<file path="src/rtl/rld_pkg.sv">
// Shared types and constants for the byte run-length decoder.
package rld_pkg;

  // Width of the stream position and value counters (they wrap at this width).
  localparam int unsigned COUNT_BITS = 32;
  // Width of each configuration register and of the consumed-byte field.
  localparam int unsigned CFG_W      = 32;
  // Compare width that holds both a counter and a register without loss.
  localparam int unsigned CMP_W      = (COUNT_BITS > CFG_W) ? COUNT_BITS : CFG_W;
  // A repeat control byte c gives a run of c + RUN_BASE.
  localparam int unsigned RUN_BASE   = 3;

  // Decoder phase.
  typedef enum logic [1:0] {
    PH_CONTROL = 2'd0,
    PH_REPEAT  = 2'd1,
    PH_LITERAL = 2'd2,
    PH_STOPPED = 2'd3
  } phase_e;

  // Status reported on a result word.
  typedef enum logic [2:0] {
    ST_OK        = 3'd0,
    ST_BAD_COUNT = 3'd1,
    ST_TOO_SMALL = 3'd2,
    ST_TRUNCATED = 3'd3,
    ST_MALFORMED = 3'd4
  } status_e;

  // Configuration register indexes.
  typedef enum logic [1:0] {
    REG_EXPECTED_COUNT  = 2'd0,
    REG_OUTPUT_CAPACITY = 2'd1,
    REG_STREAM_LENGTH   = 2'd2
  } cfg_idx_e;

  // Configuration register set.
  typedef struct packed {
    logic [CFG_W-1:0] expected_count;
    logic [CFG_W-1:0] output_capacity;
    logic [CFG_W-1:0] stream_length;
  } rld_cfg_t;

  // One result word.
  typedef struct packed {
    logic signed [7:0] value;
    logic [7:0]        run_count;
    logic              final_res;
    status_e           status_code;
    logic [CFG_W-1:0]  bytes_consumed;
  } rld_result_t;

endpackage

</file>
<file path="src/rtl/rld_cfg_regs.sv">
// Configuration registers of the byte run-length decoder.
module rld_cfg_regs (
  input  logic                clk_i,
  input  logic                rst_ni,
  input  logic                cfg_valid_i,
  input  logic [1:0]          cfg_index_i,
  input  logic [31:0]         cfg_data_i,
  output rld_pkg::rld_cfg_t   cfg_o
);
  import rld_pkg::*;

  rld_cfg_t cfg_q;

  // Register writes; an index past the list is dropped
  always_ff @(posedge clk_i or negedge rst_ni) begin
    if (!rst_ni) begin
      cfg_q.expected_count  <= CFG_W'(1);
      cfg_q.output_capacity <= '1;
      cfg_q.stream_length   <= CFG_W'(1);
    end else if (cfg_valid_i) begin
      case (cfg_index_i)
        REG_EXPECTED_COUNT:  cfg_q.expected_count  <= cfg_data_i;
        REG_OUTPUT_CAPACITY: cfg_q.output_capacity <= cfg_data_i;
        REG_STREAM_LENGTH:   cfg_q.stream_length   <= cfg_data_i;
        default: ;
      endcase
    end
  end

  assign cfg_o = cfg_q;

endmodule

</file>
<file path="src/rtl/rld_in_reg.sv">
// Input register stage: holds one stream byte until the decoder takes it.
module rld_in_reg (
  input  logic       clk_i,
  input  logic       rst_ni,
  input  logic       in_valid_i,
  output logic       in_ready_o,
  input  logic [7:0] data_byte_i,
  input  logic       pop_i,
  output logic       held_valid_o,
  output logic [7:0] held_byte_o
);
  import rld_pkg::*;

  logic       held_valid_q;
  logic [7:0] held_byte_q;
  logic       accept;

  // Room when empty or when the held byte leaves this cycle
  assign in_ready_o = !held_valid_q || pop_i;
  assign accept     = in_valid_i && in_ready_o;

  always_ff @(posedge clk_i or negedge rst_ni) begin
    if (!rst_ni) begin
      held_valid_q <= 1'b0;
    end else if (accept) begin
      held_valid_q <= 1'b1;
    end else if (pop_i) begin
      held_valid_q <= 1'b0;
    end
  end

  // Payload, no reset
  always_ff @(posedge clk_i) begin
    if (accept) begin
      held_byte_q <= data_byte_i;
    end
  end

  assign held_valid_o = held_valid_q;
  assign held_byte_o  = held_byte_q;

endmodule

</file>
<file path="src/rtl/rld_core.sv">
// Decoder core: phase machine, stream counters and per-byte checks.
module rld_core (
  input  logic                  clk_i,
  input  logic                  rst_ni,
  input  rld_pkg::rld_cfg_t     cfg_i,
  input  logic                  step_i,
  input  logic [7:0]            byte_i,
  output logic                  res_valid_o,
  output rld_pkg::rld_result_t  res_o
);
  import rld_pkg::*;

  phase_e                phase_q, phase_d;
  logic [6:0]            lit_left_q, lit_left_d;
  logic [7:0]            pend_run_q, pend_run_d;
  logic [COUNT_BITS-1:0] bytes_seen_q, bytes_seen_d;
  logic [COUNT_BITS-1:0] values_out_q, values_out_d;

  logic [COUNT_BITS-1:0] bs_inc;
  logic [COUNT_BITS-1:0] vo_sum;
  logic [7:0]            run_len;
  logic [7:0]            rep_len;
  logic [7:0]            lit_len;
  logic [CMP_W-1:0]      ec_x, cap_x, sl_x, bs_x, bs_inc_x, vo_x, vo_sum_x;
  logic [CMP_W-1:0]      remaining, room;
  logic                  done;

  // Shared arithmetic
  assign bs_inc   = bytes_seen_q + COUNT_BITS'(1);
  assign run_len  = (phase_q == PH_REPEAT) ? pend_run_q : 8'd1;
  assign vo_sum   = values_out_q + COUNT_BITS'(run_len);
  assign rep_len  = {1'b0, byte_i[6:0]} + 8'(RUN_BASE);
  assign lit_len  = (~byte_i) + 8'd1;

  assign ec_x     = CMP_W'(cfg_i.expected_count);
  assign cap_x    = CMP_W'(cfg_i.output_capacity);
  assign sl_x     = CMP_W'(cfg_i.stream_length);
  assign bs_x     = CMP_W'(bytes_seen_q);
  assign bs_inc_x = CMP_W'(bs_inc);
  assign vo_x     = CMP_W'(values_out_q);
  assign vo_sum_x = CMP_W'(vo_sum);

  assign remaining = (ec_x > vo_x) ? (ec_x - vo_x) : '0;
  assign room      = sl_x - bs_inc_x;
  assign done      = (vo_sum_x >= ec_x);

  // Next state and result
  always_comb begin
    phase_d      = phase_q;
    lit_left_d   = lit_left_q;
    pend_run_d   = pend_run_q;
    bytes_seen_d = bytes_seen_q;
    values_out_d = values_out_q;
    res_valid_o  = 1'b0;
    res_o.value          = '0;
    res_o.run_count      = '0;
    res_o.final_res      = 1'b1;
    res_o.status_code    = ST_OK;
    res_o.bytes_consumed = '0;

    case (phase_q)
      PH_CONTROL: begin
        if (ec_x == '0) begin
          res_valid_o       = 1'b1;
          res_o.status_code = ST_BAD_COUNT;
        end else if (ec_x > cap_x) begin
          res_valid_o       = 1'b1;
          res_o.status_code = ST_TOO_SMALL;
        end else if (bs_x >= sl_x) begin
          res_valid_o       = 1'b1;
          res_o.status_code = ST_TRUNCATED;
        end else begin
          bytes_seen_d = bs_inc;
          if (!byte_i[7]) begin
            // repeat run: value byte must still be inside the stream
            if (bs_inc_x >= sl_x) begin
              res_valid_o       = 1'b1;
              res_o.status_code = ST_TRUNCATED;
            end else if (CMP_W'(rep_len) > remaining) begin
              res_valid_o       = 1'b1;
              res_o.status_code = ST_MALFORMED;
            end else begin
              pend_run_d = rep_len;
              phase_d    = PH_REPEAT;
            end
          end else begin
            // literal group: all its bytes must fit in the stream
            if ((bs_inc_x > sl_x) || (CMP_W'(lit_len) > room)) begin
              res_valid_o       = 1'b1;
              res_o.status_code = ST_TRUNCATED;
            end else if (CMP_W'(lit_len) > remaining) begin
              res_valid_o       = 1'b1;
              res_o.status_code = ST_MALFORMED;
            end else begin
              lit_left_d = 7'(lit_len - 8'd1);
              phase_d    = PH_LITERAL;
            end
          end
        end
        if (res_valid_o) begin
          phase_d = PH_STOPPED;
        end
      end

      PH_REPEAT, PH_LITERAL: begin
        if (phase_q == PH_REPEAT) begin
          phase_d = PH_CONTROL;
        end else if (lit_left_q == '0) begin
          phase_d = PH_CONTROL;
        end else begin
          lit_left_d = lit_left_q - 7'd1;
        end
        bytes_seen_d    = bs_inc;
        values_out_d    = vo_sum;
        res_valid_o     = 1'b1;
        res_o.value     = signed'(byte_i);
        res_o.run_count = run_len;
        res_o.final_res = done;
        if (done) begin
          phase_d              = PH_STOPPED;
          res_o.status_code    = (bs_inc_x == sl_x) ? ST_OK : ST_MALFORMED;
          res_o.bytes_consumed = CFG_W'(bs_inc);
        end
      end

      PH_STOPPED: ;

      default: ;
    endcase

    if (!step_i) begin
      res_valid_o = 1'b0;
    end
  end

  // State registers
  always_ff @(posedge clk_i or negedge rst_ni) begin
    if (!rst_ni) begin
      phase_q      <= PH_CONTROL;
      lit_left_q   <= '0;
      pend_run_q   <= '0;
      bytes_seen_q <= '0;
      values_out_q <= '0;
    end else if (step_i) begin
      phase_q      <= phase_d;
      lit_left_q   <= lit_left_d;
      pend_run_q   <= pend_run_d;
      bytes_seen_q <= bytes_seen_d;
      values_out_q <= values_out_d;
    end
  end

endmodule

</file>
<file path="src/rtl/rld_out_reg.sv">
// Result register: holds one result word until the receiver takes it.
module rld_out_reg (
  input  logic                  clk_i,
  input  logic                  rst_ni,
  input  logic                  load_i,
  input  logic                  res_valid_i,
  input  rld_pkg::rld_result_t  res_i,
  input  logic                  out_ready_i,
  output logic                  out_valid_o,
  output rld_pkg::rld_result_t  res_o
);
  import rld_pkg::*;

  logic        out_valid_q;
  rld_result_t res_q;

  // load_i only comes when the register is free or draining
  always_ff @(posedge clk_i or negedge rst_ni) begin
    if (!rst_ni) begin
      out_valid_q <= 1'b0;
    end else if (load_i) begin
      out_valid_q <= res_valid_i;
    end else if (out_ready_i) begin
      out_valid_q <= 1'b0;
    end
  end

  // Payload, no reset
  always_ff @(posedge clk_i) begin
    if (load_i && res_valid_i) begin
      res_q <= res_i;
    end
  end

  assign out_valid_o = out_valid_q;
  assign res_o       = res_q;

endmodule

</file>
<file path="src/rtl/byte_run_length_decoder_top.sv">
// Top level of the byte run-length decoder.
//
// Encoded bytes enter on the input channel (data_byte_i, valid/ready). Each
// value byte gives one result word on the output channel: the value, its run
// count, and on the last word the final flag, status and bytes consumed.
// Control bytes give no word unless they fail a check, which gives a final
// status-only word. After a final word the block swallows input until reset.
// Configuration registers are written through cfg_valid_i/cfg_index_i/
// cfg_data_i, always ready; write them only while the block is idle.
// Path: a byte is registered in the input register on acceptance and is decoded
// into the result register once that register is free or draining.
// Throughput: one byte per cycle unless the receiver stalls, set by the single
// decode step between the input and result registers. On a stall, the
// result register holds a word and the input register a byte; then in_ready_o
// drops. Reset clears both valid flags, the counters and the phase, and loads
// the register defaults (expected count 1, capacity all ones, stream length 1).
module byte_run_length_decoder_top (
  input  logic              clk_i,
  input  logic              rst_ni,
  input  logic              in_valid_i,
  output logic              in_ready_o,
  input  logic [7:0]        data_byte_i,
  output logic              out_valid_o,
  input  logic              out_ready_i,
  output logic signed [7:0] value_o,
  output logic [7:0]        run_count_o,
  output logic              final_res_o,
  output logic [2:0]        status_code_o,
  output logic [31:0]       bytes_consumed_o,
  input  logic              cfg_valid_i,
  output logic              cfg_ready_o,
  input  logic [1:0]        cfg_index_i,
  input  logic [31:0]       cfg_data_i
);
  import rld_pkg::*;

  rld_cfg_t    cfg;
  rld_result_t core_res;
  rld_result_t out_res;
  logic        held_valid;
  logic [7:0]  held_byte;
  logic        core_valid;
  logic        step;

  assign cfg_ready_o = 1'b1;

  // Decode when a byte is held and the result register can take a word
  assign step = held_valid && (!out_valid_o || out_ready_i);

  rld_cfg_regs u_cfg (
    .clk_i       (clk_i),
    .rst_ni      (rst_ni),
    .cfg_valid_i (cfg_valid_i),
    .cfg_index_i (cfg_index_i),
    .cfg_data_i  (cfg_data_i),
    .cfg_o       (cfg)
  );

  rld_in_reg u_in (
    .clk_i        (clk_i),
    .rst_ni       (rst_ni),
    .in_valid_i   (in_valid_i),
    .in_ready_o   (in_ready_o),
    .data_byte_i  (data_byte_i),
    .pop_i        (step),
    .held_valid_o (held_valid),
    .held_byte_o  (held_byte)
  );

  rld_core u_core (
    .clk_i       (clk_i),
    .rst_ni      (rst_ni),
    .cfg_i       (cfg),
    .step_i      (step),
    .byte_i      (held_byte),
    .res_valid_o (core_valid),
    .res_o       (core_res)
  );

  rld_out_reg u_out (
    .clk_i       (clk_i),
    .rst_ni      (rst_ni),
    .load_i      (step),
    .res_valid_i (core_valid),
    .res_i       (core_res),
    .out_ready_i (out_ready_i),
    .out_valid_o (out_valid_o),
    .res_o       (out_res)
  );

  // Result fields
  assign value_o          = out_res.value;
  assign run_count_o      = out_res.run_count;
  assign final_res_o      = out_res.final_res;
  assign status_code_o    = out_res.status_code;
  assign bytes_consumed_o = out_res.bytes_consumed;

endmodule

</file>
<file path="config.mk">
export PLATFORM = sky130hd
export DESIGN_NAME = byte_run_length_decoder_top
export DESIGN_NICKNAME = d
export VERILOG_FILES = /design/src/rtl/rld_pkg.sv /design/src/rtl/rld_cfg_regs.sv /design/src/rtl/rld_in_reg.sv /design/src/rtl/rld_core.sv /design/src/rtl/rld_out_reg.sv /design/src/rtl/byte_run_length_decoder_top.sv
export SDC_FILE = /design/constraint.sdc
export NUM_CORES = 1
export LEC_CHECK = 0
export BUFFER_PORTS_ARGS = -buffer_cell sky130_fd_sc_hd__buf_2
export CAP_MARGIN = 20
export CORE_ASPECT_RATIO = 1.4
export CORE_MARGIN = 8
export CORE_UTILIZATION = 45
export DETAILED_ROUTE_END_ITERATION = 6
export GPL_TIMING_DRIVEN = 0
export PLACE_DENSITY = 0.71
export SKIP_CTS_REPAIR_TIMING = 1
export SLEW_MARGIN = 20
export SYNTH_ARGS = -nofsm -noshare
export SYNTH_HDL_FRONTEND = slang
export SYNTH_SLANG_ARGS = --single-unit
</file>
<file path="constraint.sdc">
create_clock -name clk_i -period 20.4 [get_ports clk_i]
set_input_delay 4.08 -clock clk_i [delete_from_list [all_inputs] [get_ports clk_i]]
set_output_delay 4.08 -clock clk_i [all_outputs]
set_load 0.1 [all_outputs]
</file>
==> flow_summary_export.csv <==
group,metric,value,unit
clock_network,clock_latency,0.55,ns
floorplanning,die_w,190.1,um
synth,synth_common_cells,"190 x nand2_1, 184 x ha_1, 169 x inv_1",
route,routed_wl,59990,um
cells_and_area,nets,2435,
min_path,hold_end,"u_core.values_out_q[19]",
synth,synth.mux.area_fraction,0.05824,
cells_and_area,area_growth,11.14,%
worst_setup_path,cpLargestDelayFamily,"buffers and inverters",
synth,synth_xor_area_frac,0.08792,
run_status,outcome,"finished, final reports clean",
worst_setup_path,worstPathRequired,16.32,ns
worst_setup_path,rrSetupSlack,13.08,ns
job,max-cap-violations,0,
synth,synth_top_family_by_area,"simple AND/OR/NAND/NOR gates",
worst_setup_path,crit_path_end_kind,"output pin",
synth,synthArstFlopShare,0.7490,
grt,grt.total_usage,0.2405,
grt,grt_pass1_wl,93620,um
floorplanning,die_y,259.8,um
timing,rsz0062_at_grt,"no",
clock_network,cts.sinks,239,
cells_and_area,seq_area,6324,um2
worst_setup_path,critPathBufInv,2,
worst_setup_path,r2r-end,"u_out.res_o[3]",
clock_network,htree_levels,1,
cells_and_area,n_antenna_cell,0,
clock_network,cts_tree,"built",
place,gp_congestion,0.9547,
clock_network,cts_root_buf,"clkbuf_16",
synth,yosys.area.top_type,"dfrtp_1",
floorplanning,dieArea,49380,um2
timing,skew,0.01834,ns
synth,synthCells,2070,
worst_setup_path,cp_max_fo,3,
synth,yosysTopAreaCellShare,0.1900,
min_path,hold_depth,1,
cells_and_area,fillers,3849,
timing,fmax,112.9,MHz
place,dp_hpwl,48080,um
synth,synth_area,19100,um2
synth,synth_most_common_cell,"nand2_1",
worst_setup_path,path_class,"input port to output pin",
cells_and_area,layoutNonFillerInstCount,2765,
timing,setup_violations,0,
power,power_density,120.3,nW/um2
timing,finalCritPeriodShare,0.4342,
place,dpl.cell_count,2721,
floorplanning,io_pins,102,
synth,yosysWarningCount,0,
cells_and_area,drive_gt1_frac,0.1469,
timing,slew_headroom,0.2442,
worst_setup_path,r2r_cells,30,
timing,maxSlewViolCount,0,
synth,synth.avg_cell_area,9.226,um2
route,routed_via_density,5.946,
timing,min_period,8.857,ns
timing,tightest_slew,1.134,ns
route,post-route-drc-count,0,
synth,synthAdderAreaFrac,0.1288,
grt,overflow,0,
worst_setup_path,slowest_delay,0.46,ns
worst_setup_path,cp_cell_sequence,"buf_2 > nand3b_1 > buf_2",
synth,yosysSeqAreaShare,0.3311,
timing,hold_viol,0,
synth,synthSimpleGateAreaFrac,0.1866,
synth,yosys_register_bits,239,
place,port-buffer-count,100,
timing,tns,0,ns
min_path,hp-class,"flip-flop to flip-flop",
cells_and_area,multi_input_area,11870,um2
worst_setup_path,start_kind,"input port",
grt,antenna_found_initial,1,
synth,synth_edf_count,60,
clock_network,cts_buffers,24,
worst_setup_path,arrival,4.78,ns
floorplanning,rows,89,
worst_setup_path,slowest_stage,"buf_2",
route,drtIter0Drc,1093,
route,post_drt_wl_per_cell,21.70,um
worst_setup_path,critPathLaunch,"out_ready_i",
worst_setup_path,reg2reg_from,"u_core.phase_q[1]",
min_path,holdCritStartpoint,"u_core.values_out_q[19]",
synth,synthesis.nets,2304,
clock_network,clockBufferDepth,3,
route,vias,16440,
route,firstDrtPassIters,5,
floorplanning,initial_core_util,0.4549,
synth,ys_types,110,
synth,synth_area_leaders,"dfrtp_1 19%, ha_1 12%, edfxtp_1 9.4%, xnor2_1 6.1%, dfstp_2 4.7%",
floorplanning,core_area,41980,um2
worst_setup_path,crit_path_frequent_cell,"buf_2",
grt,grt_max_degree,98,
power,leakage,9.362,nW
grt,grt_pass1_vias,17170,
synth,ys.flop_type,"dfrtp_1",
synth,synth_compound_area_frac,0.1584,
power,irDropWorstVdd,72.10,uV
route,ant_nets,0,
clock_network,clkSlewWorstSetupHoldPaths,0.07,ns
[registers in the layout, summed over array words and instances, names as in the netlist]
| name | cells |
|---|---|
| u_cfg.cfg_o | 96 |
| u_core.bs_x | 32 |
| u_core.lit_left_q | 7 |
| u_core.pend_run_q | 8 |
| u_core.phase_q | 2 |
| u_core.values_out_q | 32 |
| u_in.held_byte_o | 8 |
| u_in.held_valid_o | 1 |
| u_out.out_valid_o | 1 |
| u_out.res_o | 52 |
[worst register-to-register path: cells and delay by family (launching register included)]
| family | cells | cell delay (ns) |
|---|---|---|
| flip-flops | 1 | 0.39 |
| AND/OR/NAND/NOR | 9 | 2.46 |
| XOR/XNOR | 1 | 0.21 |
| AO/OA/AOI/OAI | 14 | 2.33 |
| adder cells (fa/ha/maj) | 3 | 0.77 |
| buffers and inverters | 3 | 0.88 |
[cell type report]
type	count	share of cell area
inverter	169	0.02989
clock buffer	36	0.03383
timing repair buffer	105	0.02765
buffer	70	0.01391
tap	546	0.03218
multi-input combinational	1592	0.5590
sequential	239	0.2979
clock inverter	8	0.005600
[power by group]
| part | internal, W | switching (W) |
|---|---|---|
| registers | 0.000624 | 0.0000775 |
| clock network | 0.000282 | 0.000195 |
| logic | 0.000429 | 0.000945 |
| total | 0.00134 | 0.00122 |
[cells by family (layout without fill, tap and decap cells)]
| group | after synthesis | count (layout) |
|---|---|---|
| AOI/OAI and AO/OA | 447 | 447 |
| xor gates and xnor gates | 172 | 172 |
| muxes | 101 | 101 |
| DFF | 239 | 239 |
| other | 1 | 1 |
| buffers and inverters | 239 | 388 |
| adders and majority gates | 196 | 196 |
| and+or+nand+nor | 675 | 675 |
[routing by layer]
layer,global-route usage,share of wire,routed length (um),vias to the layer above
met5,0,0.00018,11,-
met4,0.1536,0.069,4144,2
met3,0.02145,0.042,2538,193
met2,0.4630,0.53,32050,530
met1,0.2434,0.35,21260,8000
li1,-,-,-,7717
[worst max path at each step]
stage	endpoint	slack, ns	cells after the start
global placement	u_out.res_o[4]	8.65	6
global route	in_ready_o	11.51	3
finish	in_ready_o	11.54	3
floorplan	u_out.res_o[0]	11.16	5
detailed placement	in_ready_o	11.56	3
CTS	in_ready_o	11.56	3
[metrics by stage]
| step | instance area, um2 | hold WS [ns] | power (W) | util | setup slack [ns] |
|---|---|---|---|---|---|
| floorplan | 19100 | 0.4454 | 0.001707 | - | 11.16 |
| detailed placement | 20390 | 0.4665 | 0.002065 | 0.4857 | 11.56 |
| finish | 21230 | 0.4788 | 0.002554 | 0.5056 | 11.54 |
| CTS | 21230 | 0.4806 | 0.002551 | 0.5056 | 11.56 |
| global route | 21230 | 0.4957 | 0.002699 | 0.5056 | 11.51 |
| global placement | 20280 | 0.4646 | 0.002028 | 0.4831 | 8.646 |
[layout by cell type, fill, tap and decap left out, drive strengths merged, types with 87 or more instances in the layout]
cell | Yosys | final
nand2 | 192 | 192
ha | 184 | 184
inv | 169 | 170
dfrtp | 145 | 145
xnor2 | 134 | 134
nor2 | 125 | 125
buf | 19 | 124
o21ai | 108 | 108
a21oi | 97 | 97
clkbuf | 51 | 87
(Power assumes the default switching activity.)
